[src/rtl/hsv_to_rgb_rainbow_core_defines.svh]
// Assertion macros shared by the rainbow HSV to RGB converter.
`ifndef HSV_TO_RGB_RAINBOW_CORE_DEFINES_SVH
`define HSV_TO_RGB_RAINBOW_CORE_DEFINES_SVH

// Same-cycle implication, checked on every rising edge outside reset.
`define HSVR_ASSERT_NOW(lbl, ante, cons, msg) \
    lbl: assert property (@(posedge clk) disable iff (!rst_n) (ante) |-> (cons)) \
        else $error(msg);

// Next-cycle implication, checked on every rising edge outside reset.
`define HSVR_ASSERT_NEXT(lbl, ante, cons, msg) \
    lbl: assert property (@(posedge clk) disable iff (!rst_n) (ante) |=> (cons)) \
        else $error(msg);

`endif

[src/rtl/hsvr_pkg.sv]
// Types, constants and helper functions of the rainbow HSV to RGB converter.
package hsvr_pkg;

    localparam int unsigned CHAN_W = 8;

    localparam logic [CHAN_W-1:0] CHAN_MAX         = 8'd255;
    localparam logic [CHAN_W-1:0] THIRD_SCALE      = 8'(256 / 3);
    localparam logic [CHAN_W-1:0] TWO_THIRDS_SCALE = 8'((256 * 2) / 3);
    localparam logic [CHAN_W-1:0] LEVEL_85         = 8'd85;
    localparam logic [CHAN_W-1:0] LEVEL_170        = 8'd170;
    localparam logic [CHAN_W-1:0] LEVEL_171        = 8'd171;

    // Hue sections picked by the three top hue bits.
    localparam logic [2:0] SEC_RED_ORANGE    = 3'd0;
    localparam logic [2:0] SEC_ORANGE_YELLOW = 3'd1;
    localparam logic [2:0] SEC_YELLOW_GREEN  = 3'd2;
    localparam logic [2:0] SEC_GREEN_AQUA    = 3'd3;
    localparam logic [2:0] SEC_AQUA_BLUE     = 3'd4;
    localparam logic [2:0] SEC_BLUE_PURPLE   = 3'd5;
    localparam logic [2:0] SEC_PURPLE_PINK   = 3'd6;
    localparam logic [2:0] SEC_PINK_RED      = 3'd7;

    typedef struct packed {
        logic [CHAN_W-1:0] blue;
        logic [CHAN_W-1:0] green;
        logic [CHAN_W-1:0] red;
    } hsvr_rgb_t;

    typedef struct packed {
        logic [CHAN_W-1:0] brightness;
        logic [CHAN_W-1:0] saturation;
        logic [CHAN_W-1:0] hue;
    } hsvr_hsv_t;

    // After the hue stage: base color plus everything the later stages need.
    typedef struct packed {
        hsvr_rgb_t         color;
        logic [CHAN_W-1:0] saturation;
        logic [CHAN_W-1:0] floor_level;
        logic              val_full;
        logic [CHAN_W-1:0] level;
    } hsvr_s1_t;

    // After the saturation stage.
    typedef struct packed {
        hsvr_rgb_t         color;
        logic              val_full;
        logic [CHAN_W-1:0] level;
    } hsvr_s2_t;

    // Fixed scale: (x * (s + 1)) >> 8.
    function automatic logic [CHAN_W-1:0] scale8(input logic [CHAN_W-1:0] x,
                                                 input logic [CHAN_W-1:0] s);
        logic [2*CHAN_W:0] prod;
        begin
            prod = {{(CHAN_W+1){1'b0}}, x} * ({1'b0, s} + {{CHAN_W{1'b0}}, 1'b1});
            return prod[2*CHAN_W-1:CHAN_W];
        end
    endfunction

endpackage

[src/rtl/hsvr_hue.sv]
// First pipeline stage: rainbow hue map, desaturation floor and squared value.
module hsvr_hue
    import hsvr_pkg::*;
(
    input  logic      clk,
    input  logic      rst_n,
    input  logic      in_valid,
    output logic      in_ready,
    input  hsvr_hsv_t in_data,
    output logic      out_valid,
    input  logic      out_ready,
    output hsvr_s1_t  out_data
);

    logic              valid_reg;
    logic              valid_next;
    hsvr_s1_t          data_reg;
    hsvr_s1_t          data_next;
    logic [CHAN_W-1:0] ramp;
    logic [CHAN_W-1:0] third;
    logic [CHAN_W-1:0] two_thirds;
    logic [CHAN_W-1:0] inv_sat;
    logic [2*CHAN_W-1:0] bright_sq;
    hsvr_rgb_t         base;

    assign ramp       = {in_data.hue[4:0], 3'b000};
    assign third      = scale8(ramp, THIRD_SCALE);
    assign two_thirds = scale8(ramp, TWO_THIRDS_SCALE);
    assign inv_sat    = CHAN_MAX - in_data.saturation;
    assign bright_sq  = {{CHAN_W{1'b0}}, in_data.brightness} *
                        {{CHAN_W{1'b0}}, in_data.brightness};

    always_comb
    begin
        base = '0;
        case (in_data.hue[7:5])
            SEC_RED_ORANGE:
            begin
                base.red   = CHAN_MAX - third;
                base.green = third;
            end
            SEC_ORANGE_YELLOW:
            begin
                base.red   = LEVEL_171;
                base.green = LEVEL_85 + third;
            end
            SEC_YELLOW_GREEN:
            begin
                base.red   = LEVEL_171 - two_thirds;
                base.green = LEVEL_170 + third;
            end
            SEC_GREEN_AQUA:
            begin
                base.green = CHAN_MAX - third;
                base.blue  = third;
            end
            SEC_AQUA_BLUE:
            begin
                base.green = LEVEL_171 - two_thirds;
                base.blue  = LEVEL_85 + two_thirds;
            end
            SEC_BLUE_PURPLE:
            begin
                base.red   = third;
                base.blue  = CHAN_MAX - third;
            end
            SEC_PURPLE_PINK:
            begin
                base.red   = LEVEL_85 + third;
                base.blue  = LEVEL_171 - third;
            end
            SEC_PINK_RED:
            begin
                base.red   = LEVEL_170 + third;
                base.blue  = LEVEL_85 - third;
            end
            default:
            begin
                base = '0;
            end
        endcase
    end

    always_comb
    begin
        data_next.color       = base;
        data_next.saturation  = in_data.saturation;
        data_next.floor_level = scale8(inv_sat, inv_sat);
        data_next.val_full    = (in_data.brightness == CHAN_MAX);
        data_next.level       = bright_sq[2*CHAN_W-1:CHAN_W] +
                                {{(CHAN_W-1){1'b0}}, (in_data.brightness != '0)};
    end

    assign in_ready   = !valid_reg || out_ready;
    assign valid_next = in_ready ? in_valid : valid_reg;

    always_ff @(posedge clk or negedge rst_n)
    begin
        if (!rst_n)
        begin
            valid_reg <= 1'b0;
        end
        else
        begin
            valid_reg <= valid_next;
        end
    end

    always_ff @(posedge clk)
    begin
        if (in_valid && in_ready)
        begin
            data_reg <= data_next;
        end
    end

    assign out_valid = valid_reg;
    assign out_data  = data_reg;

endmodule

[src/rtl/hsvr_sat.sv]
// Second pipeline stage: mixes the base color toward white by saturation.
module hsvr_sat
    import hsvr_pkg::*;
(
    input  logic     clk,
    input  logic     rst_n,
    input  logic     in_valid,
    output logic     in_ready,
    input  hsvr_s1_t in_data,
    output logic     out_valid,
    input  logic     out_ready,
    output hsvr_s2_t out_data
);

    logic     valid_reg;
    logic     valid_next;
    hsvr_s2_t data_reg;
    hsvr_s2_t data_next;

    always_comb
    begin
        data_next.val_full = in_data.val_full;
        data_next.level    = in_data.level;
        if (in_data.saturation == CHAN_MAX)
        begin
            data_next.color = in_data.color;
        end
        else if (in_data.saturation == '0)
        begin
            data_next.color = '{blue: CHAN_MAX, green: CHAN_MAX, red: CHAN_MAX};
        end
        else
        begin
            // The floor add wraps to eight bits.
            data_next.color.red   = scale8(in_data.color.red, in_data.saturation) +
                                    in_data.floor_level;
            data_next.color.green = scale8(in_data.color.green, in_data.saturation) +
                                    in_data.floor_level;
            data_next.color.blue  = scale8(in_data.color.blue, in_data.saturation) +
                                    in_data.floor_level;
        end
    end

    assign in_ready   = !valid_reg || out_ready;
    assign valid_next = in_ready ? in_valid : valid_reg;

    always_ff @(posedge clk or negedge rst_n)
    begin
        if (!rst_n)
        begin
            valid_reg <= 1'b0;
        end
        else
        begin
            valid_reg <= valid_next;
        end
    end

    always_ff @(posedge clk)
    begin
        if (in_valid && in_ready)
        begin
            data_reg <= data_next;
        end
    end

    assign out_valid = valid_reg;
    assign out_data  = data_reg;

endmodule

[src/rtl/hsvr_val.sv]
// Third pipeline stage: scales the color toward black by the squared value.
module hsvr_val
    import hsvr_pkg::*;
(
    input  logic      clk,
    input  logic      rst_n,
    input  logic      in_valid,
    output logic      in_ready,
    input  hsvr_s2_t  in_data,
    output logic      out_valid,
    input  logic      out_ready,
    output hsvr_rgb_t out_data
);

    logic      valid_reg;
    logic      valid_next;
    hsvr_rgb_t data_reg;
    hsvr_rgb_t data_next;

    always_comb
    begin
        if (in_data.val_full)
        begin
            data_next = in_data.color;
        end
        else if (in_data.level == '0)
        begin
            data_next = '0;
        end
        else
        begin
            data_next.red   = scale8(in_data.color.red, in_data.level);
            data_next.green = scale8(in_data.color.green, in_data.level);
            data_next.blue  = scale8(in_data.color.blue, in_data.level);
        end
    end

    assign in_ready   = !valid_reg || out_ready;
    assign valid_next = in_ready ? in_valid : valid_reg;

    always_ff @(posedge clk or negedge rst_n)
    begin
        if (!rst_n)
        begin
            valid_reg <= 1'b0;
        end
        else
        begin
            valid_reg <= valid_next;
        end
    end

    always_ff @(posedge clk)
    begin
        if (in_valid && in_ready)
        begin
            data_reg <= data_next;
        end
    end

    assign out_valid = valid_reg;
    assign out_data  = data_reg;

endmodule

[src/rtl/hsv_to_rgb_rainbow_core.sv]
// Hue map, saturation and value each own one register stage, passed in that order.
// Throughput: one word per cycle while the output takes words.
// Each stage loads whenever it is empty or its successor takes its word, so stalls lose nothing.
// Reset (rst_n, asynchronous, active low) clears the three stage valid bits only.
// There is no configuration and no state carried from one pixel to the next.
`include "hsv_to_rgb_rainbow_core_defines.svh"

module hsv_to_rgb_rainbow_core
    import hsvr_pkg::*;
(
    input  logic        clk,
    input  logic        rst_n,
    input  logic        s_axis_tvalid,
    output logic        s_axis_tready,
    input  logic [23:0] s_axis_tdata,   // hue [7:0], saturation [15:8], brightness [23:16]
    output logic        m_axis_tvalid,
    input  logic        m_axis_tready,
    output logic [23:0] m_axis_tdata    // red [7:0], green [15:8], blue [23:16]
);

    hsvr_hsv_t in_word;
    hsvr_s1_t  hue_data;
    hsvr_s2_t  sat_data;
    hsvr_rgb_t val_data;
    logic      hue_valid;
    logic      hue_ready;
    logic      sat_valid;
    logic      sat_ready;

    // The input word layout matches the struct, hue in the lowest byte.
    assign in_word.hue        = s_axis_tdata[7:0];
    assign in_word.saturation = s_axis_tdata[15:8];
    assign in_word.brightness = s_axis_tdata[23:16];

    // Stage one looks up the rainbow section and precomputes the
    // desaturation floor and the video-rounded squared brightness.
    hsvr_hue u_hue (
        .clk       (clk),
        .rst_n     (rst_n),
        .in_valid  (s_axis_tvalid),
        .in_ready  (s_axis_tready),
        .in_data   (in_word),
        .out_valid (hue_valid),
        .out_ready (hue_ready),
        .out_data  (hue_data)
    );

    // Stage two applies saturation: white at zero, unchanged at full, scale plus floor otherwise.
    hsvr_sat u_sat (
        .clk       (clk),
        .rst_n     (rst_n),
        .in_valid  (hue_valid),
        .in_ready  (hue_ready),
        .in_data   (hue_data),
        .out_valid (sat_valid),
        .out_ready (sat_ready),
        .out_data  (sat_data)
    );

    // Stage three applies value and doubles as the output register.
    hsvr_val u_val (
        .clk       (clk),
        .rst_n     (rst_n),
        .in_valid  (sat_valid),
        .in_ready  (sat_ready),
        .in_data   (sat_data),
        .out_valid (m_axis_tvalid),
        .out_ready (m_axis_tready),
        .out_data  (val_data)
    );

    assign m_axis_tdata = {val_data.blue, val_data.green, val_data.red};

    // Back-pressure reaches the input only when every stage holds a word.
    `HSVR_ASSERT_NOW(a_full_when_stalled, !s_axis_tready,
        hue_valid && sat_valid && m_axis_tvalid, "input stalled with a pipeline bubble")

    // A pixel whose squared value rounds to zero leaves as black.
    `HSVR_ASSERT_NEXT(a_black_level, sat_valid && sat_ready && !sat_data.val_full &&
        (sat_data.level == '0), m_axis_tdata == '0, "zero value did not give black")

    // Zero saturation gives white out of the saturation stage, whatever the value.
    `HSVR_ASSERT_NEXT(a_white_full, hue_valid && hue_ready && (hue_data.saturation == '0),
        sat_data.color.red == CHAN_MAX && sat_data.color.green == CHAN_MAX &&
        sat_data.color.blue == CHAN_MAX, "zero saturation did not give white")

endmodule

[config.mk]
export PLATFORM = sky130hd
export DESIGN_NAME = hsv_to_rgb_rainbow_core
export DESIGN_NICKNAME = d
export VERILOG_FILES = /design/src/rtl/hsvr_pkg.sv /design/src/rtl/hsvr_hue.sv /design/src/rtl/hsvr_sat.sv /design/src/rtl/hsvr_val.sv /design/src/rtl/hsv_to_rgb_rainbow_core.sv
export VERILOG_INCLUDE_DIRS = /design/src /design/src/rtl
export SDC_FILE = /design/constraint.sdc
export NUM_CORES = 1
export LEC_CHECK = 0
export BUFFER_PORTS_ARGS = -buffer_cell sky130_fd_sc_hd__buf_2
export CORE_UTILIZATION = 65
export DETAILED_ROUTE_END_ITERATION = 7
export GPL_TIMING_DRIVEN = 0
export HOLD_SLACK_MARGIN = 0.08
export PLACE_DENSITY_LB_ADDON = 0.12
export SETUP_SLACK_MARGIN = 0.2
export SLEW_MARGIN = 20
export SYNTH_ARGS = -nofsm -noshare
export SYNTH_HDL_FRONTEND = slang
export SYNTH_HIERARCHICAL = 1
export SYNTH_SLANG_ARGS = --single-unit
export TNS_END_PERCENT = 30
[constraint.sdc]
create_clock -name clk -period 9.19 [get_ports clk]
set_input_delay 2.757 -clock clk [delete_from_list [all_inputs] [get_ports clk]]
set_output_delay 2.757 -clock clk [all_outputs]
set_load 0.01 [all_outputs]
* Yosys cells after proc, flatten, opt, wreduce, memory -nomap -nowiden *
Cells that the tools add are included.

operators by class
  add/sub/neg operators = 15
  equality and inequality tests = 9
  $mul = 10
  mux-type cells = 7
  reductions and logical operators = 13

operators by type and width
  operator                number
  $mul A8 B17 Y16         7
  $mux W24                4
  $pmux W8 S5             2
  $pmux W8 S6             1
  $add A8 B1 Y9 const B   3
  $add A8 B8 Y8           3
  $eq A8 B8 Y1 const B    2
  $logic_not A8 Y1        2
  $mul A8 B8 Y16          1
  $sub A8 B7 Y8 const A   2
  $sub A8 B8 Y8 const A   2
  $mul A5 B8 Y13 const B  1
  $eq A3 B3 Y1 const B    4
  $mul A5 B6 Y11 const B  1
  $add A7 B7 Y8 const A   1
  $add A7 B8 Y8 const A   1
  $add A8 B1 Y8           1
  $add A8 B7 Y8 const A   1
  $reduce_bool A8 Y1      1
  $sub A7 B7 Y8 const A   1
  $eq A3 B2 Y1 const B    2
  $eq A3 B1 Y1 const B    1
  $logic_and A1 B1 Y1     3
  $logic_not A1 Y1        3
  2 further kinds         4

storage, ports and cells
  flip-flop bits (word level) = 109

* Longest topological paths before layout *
Gate-level depths: netlist of run 1.

  word-level depth = 5
  mapped depth = 28
  mapped depth without buffers = 26

* Cells and area by module *
The synthesis of run 1 kept the hierarchy.

modules (own cells, without submodules)
  module    cells an instance  area each (µm²)  seq. area each (µm²)  instances
  hsvr_sat  930                8496.9           1016.0                1
  hsvr_hue  850                7547.2           1496.4                1
  hsvr_val  825                7503.4           745.7                 1

* Least setup slack after synthesis of run 1 *
No wires, ideal clock.

  kind = input port to flip-flop
  start = in s_axis_tdata[9]
  end = reg u_hue.data_reg, in the netlist u_hue/out_data[16], data pin
  slack = 1.365 ns
  data required time = 8.930 ns
  data arrival time = 7.565 ns
  cell stages on the path = 19
  path buffers = 1
  cells stage by stage = clkbuf_1 > inv_1 > nand3_1 > or3_1 > or3_1 > ha_1 > nor2_1 > fa_1 > fa_1 > fa_1 > inv_1 > fa_1 > inv_1 > ha_1 > and3_1 > a311oi_1 > o21ai_0 > a21oi_1 > xnor2_1

RTL lines
  element               RTL line                       text
  start, declared       hsv_to_rgb_rainbow_core.sv:15  input logic [23:0] s_axis_tdata,
  end signal, assigned  hsvr_hue.sv:113                data_reg <= data_next;
  end, declared         hsvr_hue.sv:17                 hsvr_s1_t data_reg;

==> summary.txt, run 1 <==
Outcome: completed
Final Setup Violations: 0
Worst reg2reg setup slack: 0.99 ns
Reg-to-reg startpoint: u_hue/out_data[17]
Clock Skews: 0.0179 ns
Max-cap violations: 0
Final worst slack: 0.990 ns
Max-slew violation count: 0
Synth warnings: 6
Hold Slack: 0.422 ns
First-pass GRT wire length: 90800 µm
Worst setup path startpoint: u_hue/out_data[17]
Worst-path clk slew: 0.08 ns
Crit path to: u_sat/out_data[24]
Number of synthesized flops with an enable pin: 106
Syn_nets: 3256
Post-CTS resize count: 0
CTS tree: built
Post-Place Cells: 3116
Tightest Pin Transition: 1.11 ns
HPWL Detailed: 44900 µm
Global-route usage over all layers: 0.313
WL final: 54800 µm
Synthesized flop and latch total: 109
Antenna violations before repair: 0
Fin crit share: 0.892
Top_reg_cell synth: edfxtp_1
Synthesized instance count: 2605
Vias in the first global route: 18700
IO buf count: 49
Nets: 3317
Crit-path max FO: 10
Hold Buf Count CTS: 0
DR pass1 iterations: 7
R2r worst-path depth: 27
Chip width: 192 µm
Max-slew headroom: 0.260
Drt initial violations: 1000
TritonCTS Buffers: 9
Hold crit path type: flop to flop
Async SR Flop Fraction: 0.0275
Kind of critical path: flop to flop
FF-to-FF End: u_sat/out_data[24]
Post-Place Setup Slack: 0.680 ns
Layout area overhead: 4.80%
Initial Util: 0.662
Die Y: 192 µm
Syn_area_per_cell: 9.04 µm²
Diode count: 0
Worst-case clock buffer depth: 2
Rows: 69
Clk sinks: 109
Largest net degree at the start of global routing: 36
Synthesized area: 23500 µm²
Setup_tns: 0 ns
Final ANT Viol Nets: 0
RePlAce Congestion: 0.931
DRC: 0
DIE AREA: 37000 µm²
Minimum clock period: 8.20 ns
Cell variety after synth: 89
CP Capture Type: flop
H-tree lvl count: 3
Final Hold Viols: 0
Layout cells sized above 1: 0.0449
CP required: 9.31 ns
F_max: 122 MHz
CP Data Arrival Time: 8.32 ns
Clock Root Buffer: clkbuf_16
Worst setup SP type: flop
Vias: 18100
Avg WL per Cell: 17.5 µm
Fin cells: 3132
Setup bufs post-CTS: 0
IO Count: 54
Insertion delay to the later sink of the worst-skew pair: 0.38 ns
Seq/Total Area, Yosys: 0.138
Unrepaired setup endpoints after global routing: no
Vias per inst: 5.79
Total grt overflow: 0
Core ar.: 35600 µm²
[cell families after synthesis]
group | synth area share
AO/OA/AOI/OAI | 0.0982
XOR/XNOR | 0.0530
adder cells (fa/ha/maj) | 0.430
buffers and inverters | 0.0888
flip-flops | 0.138
multiplexers | 0.00128
AND/OR/NAND/NOR | 0.190
[flip-flops by register name, indices dropped and copies added, names as in the netlist]
register and cells:
u_hue/out_data 49, u_hue/out_valid 1, u_sat/out_data 33, u_sat/out_valid 1, u_val/out_data 24, u_val/out_valid 1
[area by class of cell]
type	count	area, µm²
Multi-Input combinational cell	1944	18200
Fill cell	2938	10900
Sequential cell	109	3260
Inverter	449	1690
Tap cell	461	577
Buffer	103	407
Timing Repair Buffer	50	265
Clock buffer	9	225
Clock inverter	7	53.8
[synthesized netlist by cell type (18+ instances only)]
cell type	count	area share
clkbuf_1	82	0.013
or2_2	18	0.0048
nand2_1	192	0.031
edfxtp_1	106	0.14
xor2_1	46	0.017
o21a_1	20	0.0064
a21o_1	20	0.0064
inv_1	445	0.071
nand2b_1	26	0.0069
nor2_1	121	0.019
and2_1	307	0.082
o21ai_0	56	0.012
a21oi_1	94	0.020
ha_1	311	0.17
fa_1	312	0.27
nor3_1	32	0.0068
nand3_1	31	0.0066
nor2b_1	33	0.0088
xnor2_1	92	0.034
[cells in the final DEF, fill, tap and decap left out, types with 33 or more instances in the layout]
master / n
buf_2: 53
xor2_1: 46
o21ai_0: 56
inv_1: 445
xnor2_1: 92
and2_1: 304
nand2_1: 192
nor2_1: 121
fa_1: 312
clkbuf_1: 82
nor2b_1: 33
a21oi_1: 94
ha_1: 311
edfxtp_1: 106
[worst min-delay path by stage]
| stage | from | endpoint | slack, ns | cells past startpoint |
|---|---|---|---|---|
| 2_1_floorplan | u_hue/out_data[0] | u_sat/out_data[0] | 0.40 | 0 |
| 3_3_place_gp | u_hue/out_data[4] | u_sat/out_data[4] | 0.40 | 0 |
| 3_5_place_dp | u_hue/out_data[6] | u_sat/out_data[6] | 0.41 | 0 |
| 4_1_cts | u_hue/out_data[6] | u_sat/out_data[6] | 0.42 | 0 |
| 5_1_grt | u_hue/out_data[8] | u_sat/out_data[8] | 0.43 | 0 |
| 6_report | u_hue/out_data[6] | u_sat/out_data[6] | 0.42 | 0 |
[routing by layer]
layer | vias to the layer above | global-route usage | wire length [µm]
li1 | 8528 | - | -
met5 | - | 0 | 0
met3 | 65 | 0.0480 | 3750
met1 | 9012 | 0.424 | 24100
met4 | 0 | 0.0715 | 780
met2 | 528 | 0.528 | 26200
[metrics by stage]
stage | cell area [µm²] | util
4_1_cts | 24700 | 0.694
3_3_place_gp | 24400 | 0.685
3_5_place_dp | 24400 | 0.686
2_1_floorplan | 23500 | -
6_report | 24700 | 0.694
5_1_grt | 24700 | 0.694
[worst max-delay path, cell delays in order (launching register included)]
cell       delay [ns]
edfxtp_1         0.60
clkbuf_1         0.52
inv_1            0.30
ha_1             0.52
clkbuf_1         0.43
nand2_1          0.15
fa_1             0.51
fa_1             0.54
inv_1            0.05
fa_1             0.52
inv_1            0.05
fa_1             0.52
inv_1            0.04
ha_1             0.32
a21oi_1          0.13
nor2b_1          0.06
a41o_1           0.25
o41a_1           0.39
a21o_1           0.24
xor2_1           0.23
ha_1             0.28
clkinv_1         0.09
nor2_1           0.06
a2111oi_0        0.41
nor3_1           0.15
xnor2_1          0.16
xnor2_1          0.26
a21oi_1          0.15
Power of run 1 is not shown: default switching activity piles up to over one toggle a cycle in this logic, so the estimate is an artifact.
==> run 2, diff against run 1 <==
Settings changed: CORE_ASPECT_RATIO from default to 0.6.
==> run 2 against run 1 <==
The flow now finishes with violations (design-rule violations). Critical path type unchanged. Die area about the same. Routed wire length increased by 7.1%. Sequential share of layout area about the same. Setup slack got worse by 0.059 ns. Core utilization increased by 0.68 points. Global-route usage increased by 2.1 points. Clock skew decreased by 0.0026 ns. Flip-flop and latch count unchanged. Worst hold slack got worse by 0.0016 ns. Final cell count increased by 0.26%. Design area increased by 0.34%. Fmax decreased by 0.71%.
==> summary.txt, run 2 (synthesis results as in run 1) <==
Outcome: finished, violations left
Failing checks: design-rule violations
Final ANT Viol Nets: 0 (unchanged)
Insertion delay to the later sink of the worst-skew pair: 0.39 ns (about the same)
IO Count: 54 (unchanged)
Vias: 18300 (+1.2%)
Final worst slack: 0.931 ns (-0.0590 ns)
Vias in the first global route: 18500 (-1.2%)
DR pass1 iterations: 8 (+1)
Core ar.: 35300 µm² (-0.63%)
Global-route usage over all layers: 0.334 (+0.0213)
WL final: 58700 µm (+7.1%)
IO buf count: 49 (unchanged)
RePlAce Congestion: 1.06 (+14%)
Post-CTS resize count: 0 (unchanged)
DRC: 1 (+1)
Hold crit path type: flop to flop
H-tree lvl count: 3 (unchanged)
Max reg flops: 49 (unchanged)
CP Data Arrival Time: 8.39 ns (+0.07 ns)
Worst-path clk slew: 0.09 ns (about the same)
Max-cap violations: 0 (unchanged)
CP Capture Type: flop
Post-Place Setup Slack: 0.676 ns (-0.00410 ns)
Tightest Pin Transition: 1.25 ns (+0.137 ns)
Max-slew headroom: 0.158 (-0.102)
Drt initial violations: 1477 (+48%)
CP required: 9.32 ns (about the same)
Initial Util: 0.666 (+0.00419)
TritonCTS Buffers: 9 (unchanged)
Layout cells sized above 1: 0.0464 (+0.00146)
Die Y: 149 µm (-22%)
First-pass GRT wire length: 95900 µm (+5.6%)
Worst setup SP type: flop
HPWL Detailed: 48500 µm (+7.9%)
CTS tree: built
Diode count: 0 (unchanged)
Nets: 3319 (+0.060%)
Minimum clock period: 8.26 ns (+0.0590 ns)
Rows: 53 (-23%)
Fin crit share: 0.899 (+0.00642)
Setup_tns: 0 ns (unchanged)
Layout area overhead: 5.15%
Crit-path max FO: 10 (unchanged)
Most common cell after layout, fill and taps aside: inv_1
Max-slew violation count: 0 (unchanged)
Kind of critical path: flop to flop
F_max: 121 MHz (-0.71%)
Final Setup Violations: 0 (unchanged)
Commonest cells after routing, fill and taps aside: inv_1 (445), fa_1 (312), ha_1 (311), and2_1 (304), nand2_1 (192)
Total grt overflow: 0 (unchanged)
Clk sinks: 109 (unchanged)
Setup bufs post-CTS: 0 (unchanged)
Chip width: 248 µm (+29%)
Hold Buf Count CTS: 0 (unchanged)
DIE AREA: 37000 µm² (about the same)
Post-Place Cells: 3124 (+0.26%)
Final Hold Viols: 0 (unchanged)
Vias per inst: 5.84 (+0.91%)
Largest net degree at the start of global routing: 34 (-5.6%)
Avg WL per Cell: 18.7 µm (+6.8%)
Worst-case clock buffer depth: 2 (unchanged)
Clock Root Buffer: clkbuf_16
Antenna violations before repair: 0 (unchanged)
Fin cells: 3140 (+0.26%)
Clock Skews: 0.0153 ns (-0.00261 ns)
Unrepaired setup endpoints after global routing: no
Hold Slack: 0.421 ns (-0.00155 ns)
[run 2: worst paths after layout]
check                                   start                  to  slack [ns]  cells past startpoint
setup reg to reg           u_hue/out_data[17]  u_sat/out_data[24]        0.93                     27
hold / removal              u_hue/out_data[0]   u_sat/out_data[0]        0.42                      0
max in group asynchronous               rst_n     u_sat/out_valid        6.93                      1
hold reg to reg             u_hue/out_data[0]   u_sat/out_data[0]        0.42                      0
min in group asynchronous               rst_n     u_hue/out_valid        2.15                      1
setup / recovery           u_hue/out_data[17]  u_sat/out_data[24]        0.93                     27
[run 2: critical path, stage by stage (launching register included)]
cell and delay (ns):
edfxtp_1 0.63, clkbuf_1 0.54, inv_1 0.34, ha_1 0.59
clkbuf_1 0.44, nand2_1 0.15, fa_1 0.52, fa_1 0.55
inv_1 0.06, fa_1 0.53, inv_1 0.05, fa_1 0.53
inv_1 0.04, ha_1 0.32, a21oi_1 0.14, nor2b_1 0.06
a41o_1 0.26, o41a_1 0.39, a21o_1 0.24, xor2_1 0.15
ha_1 0.28, clkinv_1 0.08, nor2_1 0.06, a2111oi_0 0.44
nor3_1 0.15, xnor2_1 0.21, xnor2_1 0.15, a21oi_1 0.10
[run 2: area by class of cell]
class | instances | area (µm²)
plain buffers | 103 | 407
repair buffers | 52 | 293
clock buffers | 9 | 225
multi-input cells | 1944 | 18200
clock inverters | 7 | 103
flip-flops and latches | 109 | 3260
well taps | 467 | 584
fillers | 2818 | 10600
inverters | 449 | 1690
[run 2: layer usage]
metal  vias up  routed length [µm]  global-route usage
li1       8547                   -                   -
met3        20                6470              0.0988
met2       719               23900               0.478
met1      9058               28000               0.509
met4         0                 289              0.0426
met5         -                   0                   0
[run 2: metrics by stage]
stage,utilization,area [µm²]
after floorplan,-,23500
after global placement,0.690,24400
after detailed placement,0.691,24400
after CTS,0.701,24800
after global routing,0.701,24800
final,0.701,24800
Power of run 2 is left out for the same reason.
